## src/bsr_pkg.sv

```systemverilog
// Shared types and constants for the byte stream reassembler.
package bsr_pkg;

  // Field widths fixed by the stream format
  localparam int IDX_W     = 64;
  localparam int BYTE_W    = 8;
  localparam int CFG_W     = 6;
  localparam int PEND_W    = 6;
  localparam int S_TDATA_W = IDX_W + BYTE_W;
  localparam int M_TDATA_W = 16;

  // Capacity register value after reset
  localparam logic [CFG_W-1:0] CAP_RESET = 6'd32;

  // Command codes carried in s_axis_tuser
  localparam logic CMD_MARKER = 1'b1;

  // Classified request as held in the queue between front and back
  typedef struct packed {
    logic              is_data;     // data byte, else end marker
    logic              sets_total;  // marker or final byte: records total length
    logic [IDX_W-1:0]  index;       // stream position of the byte
    logic [IDX_W-1:0]  total;       // total length candidate
    logic [BYTE_W-1:0] data;        // byte value
  } req_t;

endpackage

```

## src/bsr_ram.sv

```systemverilog
// Generic single-write, single-read RAM with registered read data.
module bsr_ram #(
  parameter int WIDTH = 8,
  parameter int DEPTH = 32
) (
  input  logic                     clk,
  input  logic                     we,
  input  logic [$clog2(DEPTH)-1:0] waddr,
  input  logic [WIDTH-1:0]         wdata,
  input  logic                     re,
  input  logic [$clog2(DEPTH)-1:0] raddr,
  output logic [WIDTH-1:0]         rdata
);

  logic [WIDTH-1:0] mem [DEPTH];

  always_ff @(posedge clk) begin
    if (we) begin
      mem[waddr] <= wdata;
    end
    if (re) begin
      rdata <= mem[raddr];
    end
  end

endmodule

```

## src/bsr_front.sv

```systemverilog
// Front end: decodes an incoming request and works out the length it records.
module bsr_front (
  input  logic [bsr_pkg::S_TDATA_W-1:0] s_axis_tdata,
  input  logic [0:0]                    s_axis_tuser,
  input  logic                          s_axis_tlast,
  output bsr_pkg::req_t                 req
);

  logic [bsr_pkg::IDX_W-1:0] idx;
  logic                      is_marker;

  assign idx       = s_axis_tdata[bsr_pkg::IDX_W-1:0];
  assign is_marker = (s_axis_tuser[0] == bsr_pkg::CMD_MARKER);

  // Marker gives the length directly; a final byte gives its index plus one
  always_comb begin
    req.is_data    = !is_marker;
    req.sets_total = is_marker || s_axis_tlast;
    req.index      = idx;
    req.total      = is_marker ? idx : idx + 64'd1;
    req.data       = s_axis_tdata[bsr_pkg::S_TDATA_W-1:bsr_pkg::IDX_W];
  end

endmodule

```

## src/bsr_fifo.sv

```systemverilog
// Two-entry request queue decoupling the front end from the window engine.
module bsr_fifo (
  input  logic          clk,
  input  logic          rst,
  input  logic          push,
  input  bsr_pkg::req_t din,
  output logic          full,
  input  logic          pop,
  output bsr_pkg::req_t dout,
  output logic          valid
);

  bsr_pkg::req_t slots [2];
  logic          wr_ptr;
  logic          rd_ptr;
  logic [1:0]    fill;

  assign full  = (fill == 2'd2);
  assign valid = (fill != 2'd0);
  assign dout  = slots[rd_ptr];

  // Payload slots
  always_ff @(posedge clk) begin
    if (push) begin
      slots[wr_ptr] <= din;
    end
  end

  // Pointers and fill level
  always_ff @(posedge clk) begin
    if (rst) begin
      wr_ptr <= 1'b0;
      rd_ptr <= 1'b0;
      fill   <= 2'd0;
    end else begin
      if (push) begin
        wr_ptr <= !wr_ptr;
      end
      if (pop) begin
        rd_ptr <= !rd_ptr;
      end
      case ({push, pop})
        2'b10:   fill <= fill + 2'd1;
        2'b01:   fill <= fill - 2'd1;
        default: fill <= fill;
      endcase
    end
  end

endmodule

```

## src/bsr_back.sv

```systemverilog
// Window engine: stores bytes in a circular window, drains the in-order run
// and drives the result register.
module bsr_back #(
  parameter int WINDOW_SLOTS = 32
) (
  input  logic                          clk,
  input  logic                          rst,
  input  logic                          cfg_we,
  input  logic [bsr_pkg::CFG_W-1:0]     cfg_wdata,
  input  bsr_pkg::req_t                 q,
  input  logic                          q_valid,
  output logic                          q_pop,
  output logic                          m_axis_tvalid,
  input  logic                          m_axis_tready,
  output logic [bsr_pkg::M_TDATA_W-1:0] m_axis_tdata,
  output logic                          m_axis_tlast,
  output logic [0:0]                    m_axis_tuser
);

  localparam int N     = WINDOW_SLOTS;
  localparam int PTR_W = $clog2(N);
  localparam int CNT_W = $clog2(N + 1);

  typedef enum logic [2:0] {
    ST_IDLE, ST_CLIP, ST_STORE, ST_SCAN, ST_FIN, ST_NULL, ST_OUT
  } state_t;

  state_t                        state;
  logic [N-1:0]                  filled;
  logic [PTR_W-1:0]              head;
  logic [PTR_W-1:0]              rd_ptr;
  logic [PTR_W-1:0]              sweep;
  logic [bsr_pkg::IDX_W-1:0]     next_expected;
  logic [bsr_pkg::IDX_W-1:0]     total_length;
  logic                          total_known;
  logic                          closed;
  logic                          dirty;
  logic [bsr_pkg::CFG_W-1:0]     capacity;
  logic [CNT_W-1:0]              count;
  logic [CNT_W-1:0]              runlen;

  logic                          out_bvalid;
  logic [bsr_pkg::BYTE_W-1:0]    out_byte;
  logic                          out_closed;
  logic [bsr_pkg::PEND_W-1:0]    out_pend;

  logic [CNT_W-1:0]              eff_cap;
  logic [bsr_pkg::IDX_W:0]       diff;
  logic                          in_win;
  logic [PTR_W:0]                phys_sum;
  logic [PTR_W-1:0]              phys;
  logic [PTR_W:0]                sw_diff;
  logic [PTR_W:0]                sw_off;
  logic                          sw_clip;
  logic                          out_free;
  logic                          out_load;
  logic                          ram_re;
  logic [bsr_pkg::BYTE_W-1:0]    ram_rdata;

  function automatic logic [PTR_W-1:0] ptr_inc(input logic [PTR_W-1:0] p);
    return (p == PTR_W'(N - 1)) ? '0 : p + 1'b1;
  endfunction

  // Capacity clamped to the physical window
  assign eff_cap = (int'(capacity) > N) ? CNT_W'(N) : CNT_W'(capacity);

  // Window hit test and physical slot of the incoming byte
  assign diff     = {1'b0, q.index} - {1'b0, next_expected};
  assign in_win   = q.is_data && !diff[bsr_pkg::IDX_W]
                    && (diff[bsr_pkg::IDX_W-1:CNT_W] == '0)
                    && (diff[CNT_W-1:0] < eff_cap);
  assign phys_sum = {1'b0, head} + {1'b0, diff[PTR_W-1:0]};
  assign phys     = (phys_sum >= (PTR_W+1)'(N)) ? PTR_W'(phys_sum - (PTR_W+1)'(N))
                                                : phys_sum[PTR_W-1:0];

  // Offset of the swept slot from the head, for trimming after a capacity change
  assign sw_diff = {1'b0, sweep} - {1'b0, head};
  assign sw_off  = sw_diff[PTR_W] ? sw_diff + (PTR_W+1)'(N) : sw_diff;
  assign sw_clip = ((CNT_W+1)'(sw_off) >= {1'b0, eff_cap});

  assign out_free = !m_axis_tvalid || m_axis_tready;
  assign out_load = ((state == ST_NULL) || (state == ST_OUT)) && out_free;
  assign q_pop    = (state == ST_STORE) || (state == ST_IDLE && q_valid && closed);
  assign ram_re   = (state == ST_FIN && runlen != '0)
                    || (state == ST_OUT && out_free && runlen != CNT_W'(1));

  // Result item: out_byte, stream_closed, pending_count from bit 0 up
  assign m_axis_tdata = {1'b0, out_pend, out_closed, out_byte};
  assign m_axis_tuser = out_bvalid;

  bsr_ram #(
    .WIDTH (bsr_pkg::BYTE_W),
    .DEPTH (N)
  ) u_window (
    .clk   (clk),
    .we    (state == ST_STORE && in_win),
    .waddr (phys),
    .wdata (q.data),
    .re    (ram_re),
    .raddr (rd_ptr),
    .rdata (ram_rdata)
  );

  // Sequencer and result register
  always_ff @(posedge clk) begin
    if (rst) begin
      state         <= ST_IDLE;
      filled        <= '0;
      head          <= '0;
      rd_ptr        <= '0;
      sweep         <= '0;
      next_expected <= '0;
      total_length  <= '0;
      total_known   <= 1'b0;
      closed        <= 1'b0;
      dirty         <= 1'b0;
      capacity      <= bsr_pkg::CAP_RESET;
      count         <= '0;
      runlen        <= '0;
      m_axis_tvalid <= 1'b0;
    end else begin
      if (cfg_we) begin
        capacity <= cfg_wdata;
        dirty    <= 1'b1;
      end
      if (m_axis_tvalid && m_axis_tready && !out_load) begin
        m_axis_tvalid <= 1'b0;
      end

      case (state)
        ST_IDLE: begin
          if (q_valid) begin
            rd_ptr <= head;
            runlen <= '0;
            if (closed) begin
              state <= ST_FIN;
            end else if (dirty) begin
              sweep <= '0;
              count <= '0;
              state <= ST_CLIP;
            end else begin
              state <= ST_STORE;
            end
          end
        end

        // Drop slots past the new capacity and recount the rest
        ST_CLIP: begin
          if (sw_clip) begin
            filled[sweep] <= 1'b0;
          end else if (filled[sweep]) begin
            count <= count + 1'b1;
          end
          if (sweep == PTR_W'(N - 1)) begin
            dirty <= 1'b0;
            state <= ST_STORE;
          end else begin
            sweep <= sweep + 1'b1;
          end
        end

        ST_STORE: begin
          if (q.sets_total) begin
            total_length <= q.total;
            total_known  <= 1'b1;
          end
          if (in_win) begin
            filled[phys] <= 1'b1;
            if (!filled[phys]) begin
              count <= count + 1'b1;
            end
          end
          state <= ST_SCAN;
        end

        // Release the contiguous run at the head, one slot a cycle
        ST_SCAN: begin
          if (filled[head]) begin
            filled[head]  <= 1'b0;
            head          <= ptr_inc(head);
            next_expected <= next_expected + 64'd1;
            runlen        <= runlen + 1'b1;
            count         <= count - 1'b1;
          end else begin
            state <= ST_FIN;
          end
        end

        ST_FIN: begin
          if (total_known && total_length == next_expected) begin
            closed <= 1'b1;
          end
          if (runlen == '0) begin
            state <= ST_NULL;
          end else begin
            rd_ptr <= ptr_inc(rd_ptr);
            state  <= ST_OUT;
          end
        end

        // Empty result when nothing was released
        ST_NULL: begin
          if (out_free) begin
            m_axis_tvalid <= 1'b1;
            out_bvalid    <= 1'b0;
            out_byte      <= '0;
            m_axis_tlast  <= 1'b1;
            out_closed    <= closed;
            out_pend      <= bsr_pkg::PEND_W'(count);
            state         <= ST_IDLE;
          end
        end

        // Stream the released bytes, next read issued alongside each load
        ST_OUT: begin
          if (out_free) begin
            m_axis_tvalid <= 1'b1;
            out_bvalid    <= 1'b1;
            out_byte      <= ram_rdata;
            m_axis_tlast  <= (runlen == CNT_W'(1));
            out_closed    <= closed;
            out_pend      <= bsr_pkg::PEND_W'(count);
            runlen        <= runlen - 1'b1;
            if (runlen == CNT_W'(1)) begin
              state <= ST_IDLE;
            end else begin
              rd_ptr <= ptr_inc(rd_ptr);
            end
          end
        end

        default: begin
          state <= ST_IDLE;
        end
      endcase
    end
  end

endmodule

```

## src/byte_stream_reassembler_top.sv

```systemverilog
// Byte stream reassembler: top level joining front end, request queue and window engine.
//
// Bytes tagged with their stream position arrive in any order and leave in order. A request
// goes through a two-entry queue to the window engine, which holds WINDOW_SLOTS bytes in a
// circular RAM with one fill flag per slot. The engine stores the byte of a request that falls
// in the window, then the in-order run is found one slot per cycle and read out of the single
// RAM read port one byte per cycle while the output is not stalled; once the stream is
// closed, a request releases nothing. The first request after a capacity write, while the
// stream is open, first runs a trimming pass over the fill flags. Fill flags clear at reset,
// so no clearing pass is needed then. Requests are taken while a result waits downstream.
module byte_stream_reassembler_top #(
  parameter int WINDOW_SLOTS = 32
) (
  input  logic                          clk,
  input  logic                          rst,
  input  logic                          cfg_we,
  input  logic [bsr_pkg::CFG_W-1:0]     cfg_wdata,
  input  logic                          s_axis_tvalid,
  output logic                          s_axis_tready,
  input  logic [bsr_pkg::S_TDATA_W-1:0] s_axis_tdata,  // byte_index, data_byte
  input  logic                          s_axis_tlast,  // ends_stream
  input  logic [0:0]                    s_axis_tuser,  // command
  output logic                          m_axis_tvalid,
  input  logic                          m_axis_tready,
  output logic [bsr_pkg::M_TDATA_W-1:0] m_axis_tdata,  // out_byte, stream_closed, pending_count
  output logic                          m_axis_tlast,  // run_last
  output logic [0:0]                    m_axis_tuser   // byte_valid
);

  bsr_pkg::req_t req_in;
  bsr_pkg::req_t req_head;
  logic          q_full;
  logic          q_valid;
  logic          q_pop;

  assign s_axis_tready = !q_full;

  bsr_front u_front (
    .s_axis_tdata (s_axis_tdata),
    .s_axis_tuser (s_axis_tuser),
    .s_axis_tlast (s_axis_tlast),
    .req          (req_in)
  );

  bsr_fifo u_queue (
    .clk   (clk),
    .rst   (rst),
    .push  (s_axis_tvalid && !q_full),
    .din   (req_in),
    .full  (q_full),
    .pop   (q_pop),
    .dout  (req_head),
    .valid (q_valid)
  );

  bsr_back #(
    .WINDOW_SLOTS (WINDOW_SLOTS)
  ) u_back (
    .clk           (clk),
    .rst           (rst),
    .cfg_we        (cfg_we),
    .cfg_wdata     (cfg_wdata),
    .q             (req_head),
    .q_valid       (q_valid),
    .q_pop         (q_pop),
    .m_axis_tvalid (m_axis_tvalid),
    .m_axis_tready (m_axis_tready),
    .m_axis_tdata  (m_axis_tdata),
    .m_axis_tlast  (m_axis_tlast),
    .m_axis_tuser  (m_axis_tuser)
  );

endmodule

```

## config.mk

```make
export PLATFORM = sky130hd
export DESIGN_NAME = byte_stream_reassembler_top
export DESIGN_NICKNAME = d
export VERILOG_FILES = /design/src/bsr_pkg.sv /design/src/bsr_ram.sv /design/src/bsr_front.sv /design/src/bsr_fifo.sv /design/src/bsr_back.sv /design/src/byte_stream_reassembler_top.sv
export SDC_FILE = /design/constraint.sdc
export NUM_CORES = 1
export LEC_CHECK = 0
export BUFFER_PORTS_ARGS = -buffer_cell sky130_fd_sc_hd__buf_4
export CAP_MARGIN = 25
export CORE_ASPECT_RATIO = 2
export CORE_UTILIZATION = 28
export CTS_BUF_LIST = sky130_fd_sc_hd__clkbuf_2 sky130_fd_sc_hd__clkbuf_4 sky130_fd_sc_hd__clkbuf_8
export DETAILED_ROUTE_END_ITERATION = 8
export GPL_TIMING_DRIVEN = 0
export PLACE_DENSITY_LB_ADDON = 0.15
export SKIP_LAST_GASP = 1
export SLEW_MARGIN = 5
export SYNTH_ARGS = -nofsm -noshare
export SYNTH_HDL_FRONTEND = slang
export SYNTH_SLANG_ARGS = --single-unit
```

## constraint.sdc

```tcl
create_clock -name clk -period 8.2 [get_ports clk]
set_clock_uncertainty 0.15 [all_clocks]
set_input_delay 0.41 -clock clk [delete_from_list [all_inputs] [get_ports clk]]
set_output_delay 0.41 -clock clk [all_outputs]
set_load 0.005 [all_outputs]
```

# After elaboration in Yosys (flattened, before gate mapping)
# Memory sizes are Yosys's and may differ from the RTL's. A register that Yosys moved wholly into a read port is not among the register bits.
# Cells that the tools add are included.
[totals] register_bits=221 ram_bits=532 in_bits=85 word_cells=217 mem_count=2
[mem_list] name="u_queue.slots" depth=2 width=138 read_ports=1 rd_clocked_by_memory_dff=1 wr=1 line="bsr_fifo.sv:13" text="bsr_pkg::req_t slots [2];"
[mem_list] name="u_back.u_window.mem" depth=32 width=8 read_ports=1 rd_clocked_by_memory_dff=1 wr=1 line="bsr_ram.sv:15" text="logic [WIDTH-1:0] mem [DEPTH];"
[op_classes] addsub=16 order_cmp=10 eq_ne=32 n_mux=76 bitwise=6 n_reduce_logical=53
[ops] operator="64-bit by 1-bit adder with 64-bit output (second input constant)" n=2
[ops] operator="32-bit two-way mux" n=3
[ops] operator="32-bit one-hot mux with 3 select lines" n=1
[ops] operator="6-bit two-way mux" n=13
[ops] operator="64-bit by 64-bit subtractor with 65-bit output" n=1
[ops] operator="32-bit AND" n=2
[ops] operator="64-bit == test" n=1
[ops] operator="64-bit two-way mux" n=1
[ops] operator="32-bit inverter" n=2
[ops] operator="58-bit zero test" n=1
[ops] operator="5-bit two-way mux" n=11
[ops] operator="32-bit bitwise OR" n=1
[ops] operator="6-bit one-hot mux with 4 select lines" n=1
[ops] operator="1-bit two-way mux" n=21
[ops] operator="3-bit two-way mux" n=7
[ops] operator="3-bit one-hot mux with 7 select lines" n=1
[ops] operator="5-bit by 6-bit < comparator with 1-bit output (second input constant)" n=3
[ops] operator="2-bit by 1-bit inequality test with 1-bit output (second input constant)" n=9
[ops] operator="6-bit one-hot mux with 3 select lines" n=1
[ops] operator="1-bit logical AND" n=17
[ops] operator="8-bit two-way mux" n=2
[ops] operator="2-bit inequality test (second input constant)" n=8
[ops] operator="8-bit one-hot mux with 2 select lines" n=1
[ops] operator="5-bit by 1-bit adder with 5-bit output (second input constant)" n=3
[ops] operator="44 further kinds" n=80

# Longest topological paths before layout
[logic_depth] ltp_word=11 mapped_depth=23

# Hierarchy
# Synthesis repeated with hierarchy kept, for this count alone.
[unflattened] hier_cells=3432 area_unflattened_um2=39332.7
[by_module_without_submodules] module="bsr_back" instances=1 cells_each=2271 area_per_inst_um2=17018.8 seq_area_each_um2=4514.3
[by_module_without_submodules] module="bsr_fifo" instances=1 cells_each=451 area_per_inst_um2=10157.2 seq_area_each_um2=8388.0
[by_module_without_submodules] module="bsr_ram" instances=1 cells_each=417 area_per_inst_um2=10133.5 seq_area_each_um2=7927.6
[by_module_without_submodules] module="bsr_front" instances=1 cells_each=291 area_per_inst_um2=2013.2 seq_area_each_um2=0.0
[by_module_without_submodules] module="byte_stream_reassembler_top" instances=1 cells_each=2 area_per_inst_um2=10.0 seq_area_each_um2=0.0

# Least setup slack after synthesis
# No wires, ideal clock.
[synth_path] kind="flip-flop to flip-flop" start="reg u_queue.fill[0]" end="mem u_queue.slots[0][0] in the netlist's numbering, enable pin" t_arrival_ns=6.389 setup_slack_ns=1.024 path_stages_with_launch=4 n_path_buf=0 path_cell_list="dfxtp_1 > nand2b_1 > nand2_1 > nor2_1"
[synth_between] elab_chain_cells=5
[synth_rtl] element="start: declaration" line="bsr_fifo.sv:16" text="logic [1:0] fill;"
[synth_rtl] element="start signal: assignment" line="bsr_fifo.sv:43" text="2'b10: fill <= fill + 2'd1;"
[synth_rtl] element="start signal: assignment" line="bsr_fifo.sv:44" text="2'b01: fill <= fill - 2'd1;"
[synth_rtl] element="start signal: assignment" line="bsr_fifo.sv:45" text="default: fill <= fill;"
[synth_rtl] element="2-bit == test" line="bsr_fifo.sv:18" text="assign full = (fill == 2'd2);"
[synth_rtl] element="1-bit zero test"
[synth_rtl] element="via s_axis_tready" line="byte_stream_reassembler_top.sv:19" text="output logic s_axis_tready,"
[synth_rtl] element="1-bit logical AND" line="byte_stream_reassembler_top.sv:48" text=".push (s_axis_tvalid && !q_full),"
[synth_rtl] element="1-bit two-way mux" line="bsr_fifo.sv:24" text="if (push) begin"
[synth_rtl] element="1-bit two-way mux (not written as such)" line="bsr_fifo.sv:25" text="slots[wr_ptr] <= din;"
[synth_rtl] element="end: declaration" line="bsr_fifo.sv:13"
# The timed path passes the listed nets, and every way through them passes these cells.

==> metrics <==
first-pass GRT wire length 208000 um; reg-to-reg slack, setup about 0.26 ns; num rows about 190; Final Cycle Share between 90% and 100%; Yosys top cell area share 43.3%; Die Ht around 530 um; Synth area leader edfxtp_1; met3 global-route usage ~2.8%; register bit total from synthesis ~760; Rel. slew slack roughly 15%; register area share after synthesis approximately 54%; Worst Reg-to-Reg Cells 19; Post-synth EDFFs about 560; HP Start m_axis_tready; share of flip-flops with an asynchronous set or reset 0%; clk_lat worst skew around 0.86 ns; top-count cell post-synth edfxtp_1; largest net degree at the start of global routing between 50 and 60; Hold WS slightly above 0.1 ns; DR vias/cell slightly above 5; met1 global-route usage 17.6%; internal power between 8000 and 9000 uW; cell count of the worst hold path 3; # IOs approximately 110; slew of the pin with the lowest slew margin 1.27 ns; input/output buffers 102; fin util between 30% and 40%; fmax about 130 MHz; CTS sink count between 700 and 800; P per Cell Area ~300 mW/mm^2; dpl cells approximately 5200; CTS tree built; Worst Path Arrival slightly above 8 ns; Flop pwr share 35.1%; Clock Power Share between 20 and 25%; sw power between 5000 and 6000 uW; GR peak layer met2; Root Buffer clkbuf_8; peak supply drop around 130 uV; Post-synth top cells 557 x edfxtp_1, 370 x nor2_1, 287 x nand2_1; drt wl/cell between 20 and 30 um; total wire length 146000 um; Tmin final slightly below 8 ns; Clock transition at path regs around 0.070 ns; Reg2Reg Capture Point u_back.u_window.mem[31][3]; Post-Syn Area 0.0386 mm^2; post-synthesis cell type count 86; Synth warnings 0; M2 GR Usage a little over two fifths; switching share of power between 40% and 50%; RSZ-0062 raised after global routing no; Post-Syn Nets between 3000 and 4000; WP data required about 8.5 ns; worst hold-check path type input pin to register; Final Total Pwr approximately 14000 uW; Syn Area/Cell ~11 um^2; Final TNS setup 0 ns; Pre-antenna DRT Iters 5; final hold vios 0; Layout area overhead 19.6%; CP Capture Type register; most common flop cell mapped by yosys edfxtp_1; overall routing resource usage a little over a fifth; DRC 0; max-cap violations 0; Syn Inst Count between 3000 and 4000; final net count a little under 4000; Iteration-0 DRC Markers 1598; number of global-route vias before repair 29642; total grt overflow 0; Combinational Power Share between 40% and 50%; synth top area cells edfxtp_1 43%, dfxtp_1 11%, mux4_2 6.1%; via count between 20000 and 30000; status completed; CTS Buf Count between 100 and 150; antenna viol nets, final 0; setup-violating endpoint count in the final report 0; die width 265 um; post-DP HPWL 115000 um; share of cells above drive strength 1 approximately 18%; total leakage power 0.0151 uW; kind of critical path register to register; crit start category register; GPL Wtd Cong approximately 0.96; full die area approximately 0.14 mm^2; CP max FO 10; Slew Limit Fails 0; Filler cells around 14000; H-tree depth 3; CTS Buffer Depth 3; Worst Hold Path EP u_back.m_axis_tvalid; initial antenna violation count 4; Initial Utilization between 20% and 30%; Core Area ~0.14 mm^2; Finished Layout Cells 5582
layer usage:
| metal | vias to the layer above | share of wire (%) |
|---|---|---|
| li1 | 13368 | - |
| met1 | 14058 | 30 |
| met2 | 767 | 57 |
| met3 | 390 | 3.3 |
| met4 | 0 | 9.5 |
| met5 | - | 0 |
power by group through the flow:
stage / logic (uW) / clock network, uW / registers (uW)
after floorplan: 3280 / 0 / 4950
final: 5650 / 3410 / 4900
after global routing: 6000 / 3680 / 4930
after CTS: 5650 / 3540 / 4900
after detailed placement: 5530 / 0 / 4990
after global placement: 5450 / 0 / 5080
logic make-up after synthesis:
kind of cell | after synthesis | synth area share (%)
AO/OA/AOI/OAI | 627 | 10.8
XOR/XNOR | 218 | 4.94
adder cells (fa/ha/maj) | 112 | 3.70
buffers and inverters | 279 | 2.83
flip-flops | 762 | 53.9
multiplexers | 275 | 10.8
other | 1 | 0.00970
AND/OR/NAND/NOR | 1088 | 13.1
layout make-up:
class                           count  area, um^2  share of cell area [%]
Antenna cell                        3        7.51                  0.0162
Buffer                            162         669                    1.45
Clock buffer                      167        2020                    4.36
Clock inverter                     49         458                   0.991
Inverter                          117         439                   0.950
Multi-Input combinational cell   2321       17100                    36.9
Sequential cell                   762       20800                    45.1
Tap cell                         1746        2180                    4.73
Timing Repair Buffer              255        2560                    5.54
worst max-delay path by stage:
stage                               start                    endpoint  slack [ns]  cells after the start
final                            register  u_back.u_window.mem[31][3]        0.26                     19
after global routing             register  u_back.u_window.mem[31][3]        0.02                     22
after CTS                        register  u_back.u_window.mem[23][1]        0.04                     19
after detailed placement         register   u_back.u_window.mem[5][1]       -2.42                     22
after global placement    u_queue.fill[0]         u_queue.slots[0][7]       -4.21                      3
after floorplan           u_queue.fill[0]         u_queue.slots[0][0]        1.02                      3
cells in the final DEF (no fill, tap or decap), types with 23 or more instances in the layout:
cell type / synthesis / layout
and3_1: 37 / 36
a22oi_1: 37 / 37
clkinv_1: 2 / 23
dfxtp_1: 205 / 205
xor2_1: 59 / 59
nand3_1: 98 / 94
mux2_2: 81 / 81
mux4_2: 105 / 105
a21o_1: 26 / 26
dlygate4sd3_1: 0 / 83
nor4_1: 34 / 32
xnor2_1: 159 / 159
buf_12: 0 / 26
nor2_1: 370 / 337
buf_4: 2 / 136
buf_1: 29 / 25
inv_1: 115 / 115
edfxtp_1: 557 / 557
nand2_1: 287 / 287
clkbuf_1: 109 / 108
or3_1: 26 / 26
mux2i_1: 89 / 88
a211oi_1: 82 / 82
nand4_1: 76 / 76
nor2_4: 0 / 33
clkbuf_4: 0 / 46
nor3_1: 69 / 68
o21ai_0: 108 / 108
ha_1: 108 / 108
clkbuf_8: 0 / 122
a21oi_1: 174 / 174
state kept, by name, summed over array words and instances (netlist names), 8 cells and up, named ones only:
signal,count
u_queue.slots,276
u_back.u_window.mem,256
u_back.u_window.rdata,8
u_back.total_length,64
u_back.next_expected,64
u_back.filled,32
u_back.out_byte,8
timing repair:
item	CTS	global route
setup endpoints to repair	294	281
resized for setup	81	3
endpoints found under the hold margin	286	0
pin swaps	23	9
buffers inserted	38	8
hold buffers	83	0
critical path: stages, from the launching register on:
cell and delay, ns:
dfxtp_1 0.46, clkbuf_2 0.39, buf_4 0.42, buf_1 0.62
mux2_2 0.46, ha_1 0.27, buf_2 0.21, nand4_1 0.21
or3_2 0.29, o21ai_2 0.15, a2111oi_2 0.76, o21ai_0 0.18
or4_1 0.51, or4_1 0.58, nor4_4 0.45, nand4_1 0.26
nor4_4 0.25, buf_4 0.23, nand3_4 0.29, nor2_4 0.40
metrics by stage:
stage	instance area, um^2	setup slack (ns)
final	46200	0.258
after global routing	46200	0.0161
after CTS	46000	0.0421
after detailed placement	41900	-2.42
after global placement	41600	-4.21
after floorplan	38600	1.02
No activity file was read; power rests on OpenSTA's default activity.
